<file path="src/design/dlac_pkg.sv">
package dlac_pkg;

    localparam int TAG_BITS   = 64;
    localparam int TIMER_BITS = 20;
    localparam int CMP_BITS   = 32;

    localparam logic [TIMER_BITS-1:0] TIMER_MAX = {TIMER_BITS{1'b1}};

    typedef enum logic [1:0] {
        MODE_OPENING = 2'd0,
        MODE_OPEN    = 2'd1,
        MODE_CLOSING = 2'd2,
        MODE_CLOSED  = 2'd3
    } t_mode;

    typedef enum logic [2:0] {
        CFG_ACCESS_CODE  = 3'd0,
        CFG_ENTRY_TMO    = 3'd1,
        CFG_OPEN_TMO     = 3'd2,
        CFG_BLINK_IVL    = 3'd3,
        CFG_WRONG_BLINKS = 3'd4
    } t_cfg_index;

    localparam logic [15:0] RST_ACCESS_CODE  = 16'd4660;
    localparam logic [19:0] RST_ENTRY_TMO    = 20'd10000;
    localparam logic [19:0] RST_OPEN_TMO     = 20'd5000;
    localparam logic [19:0] RST_BLINK_IVL    = 20'd500;
    localparam logic [7:0]  RST_WRONG_BLINKS = 8'd6;

    typedef struct packed {
        logic        ms_tick;
        logic        key_valid;
        logic [3:0]  key_value;
        logic        tag_valid;
        logic [63:0] tag_id;
        logic        save_request;
        logic        lock_button;
        logic        magnet_closed;
    } t_in_word;

    typedef struct packed {
        logic [1:0] door_mode;
        logic       locked_led;
        logic       open_led;
        logic       wrong_event;
        logic       access_event;
        logic       saved_event;
        logic       left_open_change;
        logic       left_open;
    } t_out_word;

    typedef struct packed {
        logic [15:0] access_code;
        logic [19:0] code_entry_timeout_ms;
        logic [19:0] door_open_timeout_ms;
        logic [19:0] blink_interval_ms;
        logic [7:0]  wrong_blinks;
    } t_cfg;

    typedef struct packed {
        t_mode                 mode;
        logic [1:0]            keys_entered;
        logic [15:0]           entered_code;
        logic [TIMER_BITS-1:0] entry_timer;
        logic                  entry_running;
        logic [TIMER_BITS-1:0] open_timer;
        logic                  open_running;
        logic [TIMER_BITS-1:0] blink_timer;
        logic                  blink_running;
        logic [7:0]            blinks_left;
        logic                  blink_forever;
        logic                  locked_level;
        logic                  open_level;
        logic                  door_left_open;
        logic [TAG_BITS-1:0]   allowed_tag;
        logic                  allowed_present;
    } t_state;

    localparam t_cfg RST_CFG = '{
        access_code:           RST_ACCESS_CODE,
        code_entry_timeout_ms: RST_ENTRY_TMO,
        door_open_timeout_ms:  RST_OPEN_TMO,
        blink_interval_ms:     RST_BLINK_IVL,
        wrong_blinks:          RST_WRONG_BLINKS
    };

    localparam t_state RST_STATE = '{mode: MODE_CLOSED, default: '0};

endpackage

</file>
<file path="src/design/dlac_cfg.sv">
module dlac_cfg (
    input  logic              i_clk,
    input  logic              i_rst_n,
    input  logic              i_cfg_valid,
    output logic              o_cfg_ready,
    input  logic [2:0]        i_cfg_index,
    input  logic [19:0]       i_cfg_data,
    output dlac_pkg::t_cfg    o_cfg
);

    dlac_pkg::t_cfg r_cfg;

    assign o_cfg_ready = 1'b1;
    assign o_cfg       = r_cfg;

    always_ff @(posedge i_clk) begin
        if (!i_rst_n) begin
            r_cfg <= dlac_pkg::RST_CFG;
        end else if (i_cfg_valid) begin
            case (i_cfg_index)
                dlac_pkg::CFG_ACCESS_CODE:  r_cfg.access_code <= i_cfg_data[15:0];
                dlac_pkg::CFG_ENTRY_TMO:    r_cfg.code_entry_timeout_ms <= i_cfg_data;
                dlac_pkg::CFG_OPEN_TMO:     r_cfg.door_open_timeout_ms <= i_cfg_data;
                dlac_pkg::CFG_BLINK_IVL:    r_cfg.blink_interval_ms <= i_cfg_data;
                dlac_pkg::CFG_WRONG_BLINKS: r_cfg.wrong_blinks <= i_cfg_data[7:0];
                default: begin
                end
            endcase
        end
    end

endmodule

</file>
<file path="src/design/dlac_core.sv">
module dlac_core (
    input  logic                i_clk,
    input  logic                i_rst_n,
    input  logic                i_en,
    input  dlac_pkg::t_in_word  i_word,
    input  dlac_pkg::t_cfg      i_cfg,
    output dlac_pkg::t_out_word o_word
);

    dlac_pkg::t_state r_state;
    dlac_pkg::t_state n_state;

    function automatic logic [dlac_pkg::TIMER_BITS-1:0] tick_timer(
        input logic [dlac_pkg::TIMER_BITS-1:0] t,
        input logic                            running,
        input logic                            tick
    );
        if (running && tick && (t != dlac_pkg::TIMER_MAX)) begin
            return t + 1'b1;
        end
        return t;
    endfunction

    function automatic dlac_pkg::t_state blink_step(
        input dlac_pkg::t_state s,
        input logic [19:0]      interval
    );
        dlac_pkg::t_state r;
        r = s;
        if (r.blink_forever || (r.blinks_left != 8'd0)) begin
            if (dlac_pkg::CMP_BITS'(r.blink_timer) >= dlac_pkg::CMP_BITS'(interval)) begin
                r.locked_level = !r.locked_level;
                r.blink_timer  = '0;
                if (!r.blink_forever && (r.blinks_left != 8'd0)) begin
                    r.blinks_left = r.blinks_left - 8'd1;
                end
            end
        end
        if (!r.blink_forever && (r.blinks_left == 8'd0)) begin
            r.blink_timer   = '0;
            r.blink_running = 1'b0;
        end
        return r;
    endfunction

    always_comb begin
        dlac_pkg::t_state          s;
        logic                      wrong;
        logic                      ev_wrong;
        logic                      ev_access;
        logic                      ev_saved;
        logic                      ev_change;
        logic [1:0]                k;
        logic [dlac_pkg::TAG_BITS-1:0] tag;

        s         = r_state;
        wrong     = 1'b0;
        ev_wrong  = 1'b0;
        ev_access = 1'b0;
        ev_saved  = 1'b0;
        ev_change = 1'b0;
        k         = r_state.keys_entered;
        tag       = i_word.tag_id[dlac_pkg::TAG_BITS-1:0];

        s.entry_timer = tick_timer(s.entry_timer, s.entry_running, i_word.ms_tick);
        s.open_timer  = tick_timer(s.open_timer, s.open_running, i_word.ms_tick);
        s.blink_timer = tick_timer(s.blink_timer, s.blink_running, i_word.ms_tick);

        case (s.mode)
            dlac_pkg::MODE_CLOSED: begin
                if (i_word.tag_valid) begin
                    if (i_word.save_request) begin
                        s.allowed_tag     = tag;
                        s.allowed_present = 1'b1;
                        ev_saved          = 1'b1;
                    end
                    if (s.allowed_present && (tag == s.allowed_tag)) begin
                        s.mode = dlac_pkg::MODE_OPENING;
                    end else begin
                        wrong = 1'b1;
                    end
                end
                if (i_word.key_valid) begin
                    if (k == 2'd0) begin
                        s.entry_running = 1'b1;
                    end
                    s.entered_code[{~k, 2'b00} +: 4] = i_word.key_value;
                    if (k == 2'd3) begin
                        s.entry_running = 1'b0;
                        s.entry_timer   = '0;
                        s.keys_entered  = 2'd0;
                        if (s.entered_code != i_cfg.access_code) begin
                            wrong = 1'b1;
                        end
                        if (!wrong) begin
                            s.mode = dlac_pkg::MODE_OPENING;
                        end
                    end else begin
                        s.keys_entered = k + 2'd1;
                    end
                end
                if ((s.mode != dlac_pkg::MODE_OPENING) &&
                    (dlac_pkg::CMP_BITS'(s.entry_timer) >
                     dlac_pkg::CMP_BITS'(i_cfg.code_entry_timeout_ms))) begin
                    s.keys_entered  = 2'd0;
                    s.entry_running = 1'b0;
                    s.entry_timer   = '0;
                    wrong           = 1'b1;
                end
                if (wrong) begin
                    s.blinks_left   = i_cfg.wrong_blinks;
                    s.blink_forever = 1'b0;
                    s.blink_running = 1'b1;
                    ev_wrong        = 1'b1;
                end
                if (s.blink_forever || (s.blinks_left != 8'd0)) begin
                    s = blink_step(s, i_cfg.blink_interval_ms);
                end else begin
                    s.locked_level = 1'b1;
                    s.open_level   = 1'b0;
                end
            end
            dlac_pkg::MODE_OPENING: begin
                ev_access      = 1'b1;
                s.open_running = 1'b1;
                s.mode = i_word.lock_button ? dlac_pkg::MODE_CLOSING : dlac_pkg::MODE_OPEN;
            end
            dlac_pkg::MODE_OPEN: begin
                s.locked_level = 1'b0;
                s.open_level   = 1'b1;
                if (i_word.lock_button ||
                    (dlac_pkg::CMP_BITS'(s.open_timer) >=
                     dlac_pkg::CMP_BITS'(i_cfg.door_open_timeout_ms))) begin
                    s.mode = dlac_pkg::MODE_CLOSING;
                end
            end
            default: begin
                if (!i_word.magnet_closed) begin
                    s.open_level = 1'b1;
                    if (!s.door_left_open) begin
                        s.blink_forever  = 1'b1;
                        s.blinks_left    = 8'd0;
                        s.blink_running  = 1'b1;
                        s.door_left_open = 1'b1;
                        s.open_running   = 1'b1;
                        s.open_timer     = '0;
                        ev_change        = 1'b1;
                    end
                    s = blink_step(s, i_cfg.blink_interval_ms);
                end else begin
                    s.blinks_left   = 8'd0;
                    s.blink_forever = 1'b0;
                    if (s.door_left_open) begin
                        s.door_left_open = 1'b0;
                        ev_change        = 1'b1;
                    end
                    s.open_running = 1'b0;
                    s.open_timer   = '0;
                    s.mode         = dlac_pkg::MODE_CLOSED;
                end
            end
        endcase

        n_state                 = s;
        o_word.door_mode        = s.mode;
        o_word.locked_led       = s.locked_level;
        o_word.open_led         = s.open_level;
        o_word.wrong_event      = ev_wrong;
        o_word.access_event     = ev_access;
        o_word.saved_event      = ev_saved;
        o_word.left_open_change = ev_change;
        o_word.left_open        = s.door_left_open;
    end

    always_ff @(posedge i_clk) begin
        if (!i_rst_n) begin
            r_state <= dlac_pkg::RST_STATE;
        end else if (i_en) begin
            r_state <= n_state;
        end
    end

endmodule

</file>
<file path="src/design/door_lock_access_controller_top.sv">
// Door lock controller that takes one poll word per clock when the output side does not
// stall and returns exactly one result word for it, in order, through the input register
// and then the output register. The whole controller state is updated from the registered
// poll word, so a new word can enter in every cycle; an output register lets the next
// poll word enter while a finished result is still waiting. Configuration writes are
// always ready and take effect at once; indexes above four are ignored.
module door_lock_access_controller_top (
    input  logic                i_clk,
    input  logic                i_rst_n,
    input  logic                i_in_valid,
    input  dlac_pkg::t_in_word  i_in_word,
    output logic                o_in_stall,
    output logic                o_out_valid,
    output dlac_pkg::t_out_word o_out_word,
    input  logic                i_out_stall,
    input  logic                i_cfg_valid,
    output logic                o_cfg_ready,
    input  logic [2:0]          i_cfg_index,
    input  logic [19:0]         i_cfg_data
);

    logic                r_in_valid;
    dlac_pkg::t_in_word  r_in;
    logic                r_out_valid;
    dlac_pkg::t_out_word r_out;
    dlac_pkg::t_out_word core_word;
    dlac_pkg::t_cfg      cfg;
    logic                advance;
    logic                in_accept;

    assign advance    = r_in_valid && (!r_out_valid || !i_out_stall);
    assign o_in_stall = r_in_valid && !advance;
    assign in_accept  = i_in_valid && !o_in_stall;

    assign o_out_valid = r_out_valid;
    assign o_out_word  = r_out;

    dlac_cfg u_cfg (
        .i_clk       (i_clk),
        .i_rst_n     (i_rst_n),
        .i_cfg_valid (i_cfg_valid),
        .o_cfg_ready (o_cfg_ready),
        .i_cfg_index (i_cfg_index),
        .i_cfg_data  (i_cfg_data),
        .o_cfg       (cfg)
    );

    dlac_core u_core (
        .i_clk   (i_clk),
        .i_rst_n (i_rst_n),
        .i_en    (advance),
        .i_word  (r_in),
        .i_cfg   (cfg),
        .o_word  (core_word)
    );

    always_ff @(posedge i_clk) begin
        if (!i_rst_n) begin
            r_in_valid <= 1'b0;
        end else if (in_accept) begin
            r_in_valid <= 1'b1;
        end else if (advance) begin
            r_in_valid <= 1'b0;
        end
    end

    always_ff @(posedge i_clk) begin
        if (in_accept) begin
            r_in <= i_in_word;
        end
    end

    always_ff @(posedge i_clk) begin
        if (!i_rst_n) begin
            r_out_valid <= 1'b0;
        end else if (advance) begin
            r_out_valid <= 1'b1;
        end else if (!i_out_stall) begin
            r_out_valid <= 1'b0;
        end
    end

    always_ff @(posedge i_clk) begin
        if (advance) begin
            r_out <= core_word;
        end
    end

    assert property (@(posedge i_clk) disable iff (!i_rst_n)
        advance |=> r_out_valid)
        else $error("processed word did not reach the output register");

    assert property (@(posedge i_clk) disable iff (!i_rst_n)
        (r_out_valid && r_out.left_open) |-> (r_out.door_mode == dlac_pkg::MODE_CLOSING))
        else $error("left-open flag outside the closing mode");

    assert property (@(posedge i_clk) disable iff (!i_rst_n)
        (r_out_valid && r_out.access_event) |->
        ((r_out.door_mode == dlac_pkg::MODE_OPEN) ||
         (r_out.door_mode == dlac_pkg::MODE_CLOSING)))
        else $error("access reported without leaving the opening mode");

    assert property (@(posedge i_clk) disable iff (!i_rst_n)
        (r_in_valid && !advance) |=> (r_in_valid && $stable(r_in)))
        else $error("held poll word lost or changed");

endmodule

</file>
<file path="config.mk">
export PLATFORM = sky130hd
export DESIGN_NAME = door_lock_access_controller_top
export DESIGN_NICKNAME = d
export VERILOG_FILES = /design/src/design/dlac_pkg.sv /design/src/design/dlac_cfg.sv /design/src/design/dlac_core.sv /design/src/design/door_lock_access_controller_top.sv
export SDC_FILE = /design/constraint.sdc
export NUM_CORES = 1
export LEC_CHECK = 0
export ABC_CLOCK_PERIOD_IN_PS = 8000
export BUFFER_PORTS_ARGS = -buffer_cell sky130_fd_sc_hd__clkbuf_2
export CAP_MARGIN = 20
export CORE_ASPECT_RATIO = 0.6
export CORE_UTILIZATION = 35
export DETAILED_ROUTE_END_ITERATION = 10
export PLACE_DENSITY = 0.49
export SLEW_MARGIN = 20
export SYNTH_ARGS = -nofsm -noshare
export SYNTH_HDL_FRONTEND = slang
export SYNTH_SLANG_ARGS = --single-unit
</file>
<file path="constraint.sdc">
create_clock -name i_clk -period 8 [get_ports i_clk]
set_input_delay 0 -clock i_clk [delete_from_list [all_inputs] [get_ports i_clk]]
set_output_delay 0 -clock i_clk [all_outputs]
set_load 0.05 [all_outputs]
</file>
Word-level counts from Yosys, hierarchy flattened
Cells that the tools add are included.
Storage, ports and cells
  output and inout port bits: 12
  word-level logic and storage cells: 201
  bits of input ports: 102
  flip-flop bits (word level): 329
Cells by class
  $lt $le $gt $ge: 3
  equality and inequality tests: 16
  $add $sub $neg: 7
  bitwise logic cells: 4
  shift-type cells: 2
  reduce and logical (&&, ||, !) cells: 48
  mux-type cells: 82
Operators with widths (count)
  65-bit 2-to-1 mux: 4
  20-bit 2-to-1 mux: 8
  21-bit 2-to-1 mux: 7
  66-bit case mux with 2 select lines: 1
  59-bit case mux with 2 select lines: 1
  41-bit 2-to-1 mux: 2
  8-bit 2-to-1 mux: 9
  64-bit == test: 1
  20-bit by 1-bit adder with 20-bit output (second input constant): 3
  20-bit inequality test (second input constant): 3
  30-bit case mux with 2 select lines: 1
  10-bit 2-to-1 mux: 5
  20-bit greater-or-equal comparator: 2
  30-bit 2-to-1 mux: 1
  1-bit 2-to-1 mux: 27
  2-bit 2-to-1 mux: 11
  20-bit > comparator: 1
  16-bit bitwise mux: 1
  8-bit zero test: 2
  16-bit inequality test: 1
  8-bit nonzero test: 2
  4-bit by 6-bit variable shift with 16-bit output (first input constant): 1
  4-bit by 6-bit variable part select with 16-bit output: 1
  8-bit by 1-bit subtractor with 8-bit output (second input constant): 2
  26 further kinds: 65

Depth between registers and ports, before layout
  depth in word-level cells: 32
  gate-level depth with buffers: 34
  depth with buffers taken out: 31

Modules after synthesis
A second synthesis with hierarchy kept.
Second synthesis, totals
  cells, all modules: 2001
  area, all modules: 17638.2 µm²
Modules (own cells, without submodules)
  dlac_core: area an instance 11796.3 µm², instances 1, seq. area each 3203.1 µm², cells each 1593
  dlac_cfg: area an instance 3265.6 µm², instances 1, seq. area each 1681.6 µm², cells each 317
  door_lock_access_controller_top: area an instance 2576.2 µm², instances 1, seq. area each 2532.4 µm², cells each 91

Least setup slack after synthesis
OpenSTA, ideal clock, no wires.
  path kind: register to register
  start point: reg u_core.r_state[126] in the netlist's numbering
  end point: reg u_core.r_state[80] in the netlist's numbering
  buffers on the path: 3
  setup time: 0.117 ns
  data arrival time: 7.016 ns
  path slack: 0.867 ns
  stages on the path, launching flop included: 33
  data required time: 7.883 ns
  period minus slack after synthesis: 7.133 ns
  path through: dfxtp_1 clkbuf_1 nand3_1 or2_2 or4_1 o211ai_1 nor3_1 nand3_1 nor2_1 and3_1 nand3_1 xor2_1 nor2_1 ha_1 and4_1 and4_1 o21ai_0 o2111ai_1 and4_1 buf_1 nor3_4 mux2i_1 ha_1 nor4b_1 a21boi_0 nand3_1 a211oi_1 nor4_1 nand4b_1 a221oi_2 a211oi_2 buf_6 a22o_1
On the way
  cells in the longest elaborated chain, start to end: 24
  elaborated cells between the ends (all ways): 29
  those cells by class: add/sub: 2; order compare: 1; eq/ne: 1; mux: 17; reduce/logical: 8
RTL lines
  from (decl): RTL line dlac_core.sv:10  | dlac_pkg::t_state r_state;
  from (signal assigned): RTL line dlac_core.sv:177  | r_state <= dlac_pkg::RST_STATE;
  from (signal assigned): RTL line dlac_core.sv:179  | r_state <= n_state;
  parallel branches: the longest is 3 deep, another holds 20-bit by 1-bit adder with 20-bit output
  20-bit 2-to-1 mux (*): RTL line dlac_core.sv:21  | return t;
  21-bit 2-to-1 mux: RTL line dlac_core.sv:88  | if (k == 2'd3) begin
  41-bit 2-to-1 mux (*): RTL line dlac_core.sv:83  | if (i_word.key_valid) begin
  41-bit 2-to-1 mux (*): RTL line dlac_core.sv:69  | case (s.mode)
  20-bit > comparator (*): RTL line dlac_core.sv:103  | (dlac_pkg::CMP_BITS'(s.entry_timer) >
  1-bit logical AND (*): RTL line dlac_core.sv:102  | if ((s.mode != dlac_pkg::MODE_OPENING) &&
  1-bit 2-to-1 mux (*): RTL line dlac_core.sv:102
  1-bit 2-to-1 mux (*): RTL line dlac_core.sv:69
  10-bit 2-to-1 mux (*): RTL line dlac_core.sv:110  | if (wrong) begin
  10-bit 2-to-1 mux (*): RTL line dlac_core.sv:69
  parallel branches: the longest is 9 deep, another holds 8-bit by 1-bit subtractor with 8-bit output
  30-bit 2-to-1 mux (*): RTL line dlac_core.sv:116  | if (s.blink_forever || (s.blinks_left != 8'd0)) begin
  30-bit case mux with 2 select lines (*): RTL line dlac_core.sv:69
Mark *: on every way between the ends. The select of a mux whose other input is x is not followed.
A chain may end at the register's enable or synchronous reset.

Final worst setup path
  start point: reg u_core.r_state[127] in the netlist's numbering
  end point: reg u_core.r_state[85] in the netlist's numbering
Same word-level chain as after synthesis.

==> summary by stage <==
Global route
The met2 global-route usage is 30.3%. The number of global-route vias before repair came to 13762. For this run the aggregate overflow at the end of global routing stands at 0. In the global route stage, overall resource usage came out at 21.1%.

The wire length of the first global-routing pass is 80.1 mm. The pin count of the biggest net entering global routing is 75. The initial antenna violation count came to 0. The global routing's busiest layer is met1. Global routing consumed, on the met1 layer, 32.5% of the routing resources. The met3 demand-to-capacity share in global routing is 3.96%.

Worst setup path
The kind of start point of the critical path is a register. The number of cells on the worst reg-to-reg path is 32. The highest cell delay on the worst timing path is 590 ps. The critical path runs through a total of 32 cells. The critical path endpoint category is a register. In this run the worst setup path terminates at u_core.r_state[85]. The worst setup path is of the reg -> reg kind.

The worst reg2reg path endpoint is u_core.r_state[85]. By instance count, the cell type seen most on the critical path is sky130_fd_sc_hd__and4_1. Counting both buffers and inverters, the worst setup path holds a total of 2. The largest fanout on the critical path is 20. The cell family with the largest share of critical-path delay is simple AND/OR/NAND/NOR gates. The timing startpoint of the critical path is u_core.r_state[127]. The critical path data required time is 8420 ps. The register-to-register setup slack is 460 ps.

The slowest library cell on the worst path is sky130_fd_sc_hd__or4_1. The endpoint arrival time on the critical path is 7960 ps. The startpoint identified for the worst register-to-register timing path is u_core.r_state[127].

CTS
TritonCTS built the clock tree. After clock tree synthesis, the clock-pin slew on the worst setup and hold paths is 60 ps. The clock passes through at most 3 buffers. The CTS sink count is 329. The clock tree root driver cell is sky130_fd_sc_hd__clkbuf_16. The H-tree generated during clock tree synthesis spans 2 levels.

The insertion delay to the later sink of the worst-skew pair is 530 ps. The TritonCTS buffer count is 35.

Min path
The tightest min-delay check is of the in -> reg type.

Layout
The fraction of layout instances using a drive strength above 1 is 9.85%. The number of antenna diodes in the final layout is 0. The filler-free cell count of the finished design is 2822. The library cell used most frequently in the layout, excluding fill and tap cells, is sky130_fd_sc_hd__nand2_1. Registers take 7420 sq um. At the end of the flow, the number of nets in the layout was 2342. From synthesis to final layout, the design area changed by 19.2%. The library cells used most frequently in the layout, excluding fill and tap cells, are sky130_fd_sc_hd__nand2_1, sky130_fd_sc_hd__dfxtp_1, sky130_fd_sc_hd__a21oi_1. The multi-input logic area is 8690 sq um. The fill cell instance count of the final layout is 4684.

Floorplan
Once the floorplan was initialized, standard cells occupied 36.0% of the core. The count of boundary I/O pins is 114. The vertical die dimension is 172 microns. The core region is 46900 sq um. The number of rows in the core area is 61. The die area is 49100 sq um. In this run the horizontal extent of the chip is 285 microns.

Drt
After the first detailed-routing iteration, the DRC count stood at 1059. The residual antenna-violating net count after detailed routing is 0. The routed wire length is 52.4 mm. The detailed router placed 14809 vias in this run. The average detailed-routed wire length per instance is 18.6 microns.

In the routed design, unresolved DRC markers number 0. After detailed routing, the number of vias per cell comes to 5.25. The pre-antenna-repair detailed-routing pass consisted of 5 iterations.

Timing
The total count of hold-check failures in the final report is 0. The fmax is 0.133 GHz. The number of max-slew violations in the final report was 0. The portion of the clock cycle consumed by the worst path in the final layout is 94.3%. The final worst setup slack is 459 ps. After routing, the total negative slack on setup checks comes to 0 ps. Between clock sinks in the finished design, the worst skew comes to 16.6 ps.

At the pin with the least slew margin, the transition time is 1070 ps. The routed design could run at a clock period as short as 7540 ps. The worst slew margin relative to its limit is 27.1%. Setup violations remaining at the end of the flow were counted as 0.

Run status
The flow ran to the end, and the final reports show no timing, DRC or antenna violations.

Pwr
In this run the power density over the cells is 188 nW/um^2. The static leakage is 0.00754 uW. The total power of the final layout is 3780 uW.

The maximum vdd drop is 0.119 mV.

Logic synthesis
In the synthesized netlist the dominant register cell turns out to be sky130_fd_sc_hd__dfxtp_1. The number of flops mapped to enable cells by yosys is 83. The number of nets handed over by synthesis was 2174.

The share of async-settable or async-resettable flops after synthesis is 0%. The count of yosys warnings during synthesis is 0. Averaged over all synthesized cells, the footprint is 8.43 sq um. The synthesized netlist cell count is 1999. The mapped cell area is 16900 sq um.

The synthesized design contains 329 register bits. For this run, the register share of the synthesized area comes to 44.0%. The count of unique library cells instantiated by Yosys is 83.

Placement
OpenSTA, run right after detailed placement, puts the worst setup slack at 293 ps. The number of cells in the design after placement is 2660. Routability-driven placement finished with a final weighted congestion of 0.902. The half-perimeter wire length after detailed placement is 37.2 mm. Input and output buffers added on the ports amount to 112.

Run
The number of max-cap violations is 0.
## worst min-delay path by stage
stage	startpoint	endpoint	slack (ps)	depth (start not counted)
floorplan	i_in_word[0]	r_in[0]	100	0
finish	i_cfg_index[2]	u_cfg.o_cfg[1]	50	4
global placement	i_in_word[61]	r_in[61]	180	1
CTS	i_cfg_index[2]	u_cfg.o_cfg[3]	30	4
global route	i_cfg_index[2]	u_cfg.o_cfg[1]	60	4
detailed placement	i_in_word[48]	r_in[48]	180	1
## synthesized netlist by cell type (24+ instances only)
cell type	instances	area, sq um
sky130_fd_sc_hd__a21oi_1	195	976
sky130_fd_sc_hd__a22oi_1	28	210
sky130_fd_sc_hd__clkbuf_1	86	323
sky130_fd_sc_hd__dfxtp_1	246	4920
sky130_fd_sc_hd__edfxtp_1	83	2490
sky130_fd_sc_hd__ha_1	73	913
sky130_fd_sc_hd__inv_1	101	379
sky130_fd_sc_hd__nand2_1	391	1470
sky130_fd_sc_hd__nand3_1	63	315
sky130_fd_sc_hd__nand4_1	30	188
sky130_fd_sc_hd__nor2_1	165	619
sky130_fd_sc_hd__nor2b_1	32	200
sky130_fd_sc_hd__nor3_1	37	185
sky130_fd_sc_hd__o211ai_1	24	180
sky130_fd_sc_hd__o21ai_0	46	230
sky130_fd_sc_hd__xnor2_1	66	578
sky130_fd_sc_hd__xor2_1	56	490
## metal layers
metal | share of wire [%] | routed length (microns)
met2 | 40 | 21000
met4 | 1.3 | 675
met1 | 53 | 27800
met3 | 5.4 | 2810
met5 | 0 | 0
## registers in the layout, summed over array words and instances (netlist names)
name            cells
o_out_valid         1
o_out_word          9
r_in               74
r_in_valid          1
u_cfg.o_cfg        84
u_core.r_state    160
## where the power goes
part           switching, uW  internal, uW
Sequential              47.1          1760
Combinational            229           139
Clock                    703           908
## tightest hold or removal path, stage by stage
cell and delay (ps):
sky130_fd_sc_hd__clkbuf_2 100, sky130_fd_sc_hd__nand3_1 270, sky130_fd_sc_hd__nand2_1 100, sky130_fd_sc_hd__nand3_1 80
## per-stage QoR
stage | area, sq um | util (%) | hold WS [ps]
final | 20100 | 42.9 | 51.0
after global routing | 20100 | 42.9 | 62.1
after CTS | 20000 | 42.8 | 34.3
after detailed placement | 18000 | 38.3 | 179
after global placement | 18000 | 38.3 | 177
after floorplan | 16900 | - | 98.9
## repair_timing
item | in CTS | in global routing
buffers inserted | 0 | 2
hold endpoints to repair | 162 | 0
endpoints found under the setup margin | 0 | 21
hold buffers | 98 | 0
resized for setup | 0 | 6
## area by class of cell
cell class                      instances  share of cell area, %
Multi-Input combinational cell       1466                   43.2
Sequential cell                       329                   36.9
Inverter                              102                   1.93
Tap cell                              630                   3.92
Timing Repair Buffer                  233                   8.53
Clock buffer                           48                   4.75
Clock inverter                         14                  0.685
## cell families after synthesis
| group | after synthesis | share of synthesized area [%] |
|---|---|---|
| AND/OR/NAND/NOR | 819 | 22.0 |
| AO/OA/AOI/OAI | 437 | 16.6 |
| flip-flops | 329 | 44.0 |
| buffers and inverters | 204 | 4.75 |
| XOR/XNOR | 122 | 6.34 |
| adder cells (fa/ha/maj) | 73 | 5.42 |
| multiplexers | 14 | 0.861 |
| other | 1 | 0.0223 |
Note: power is estimated with default switching activity, not from simulation.
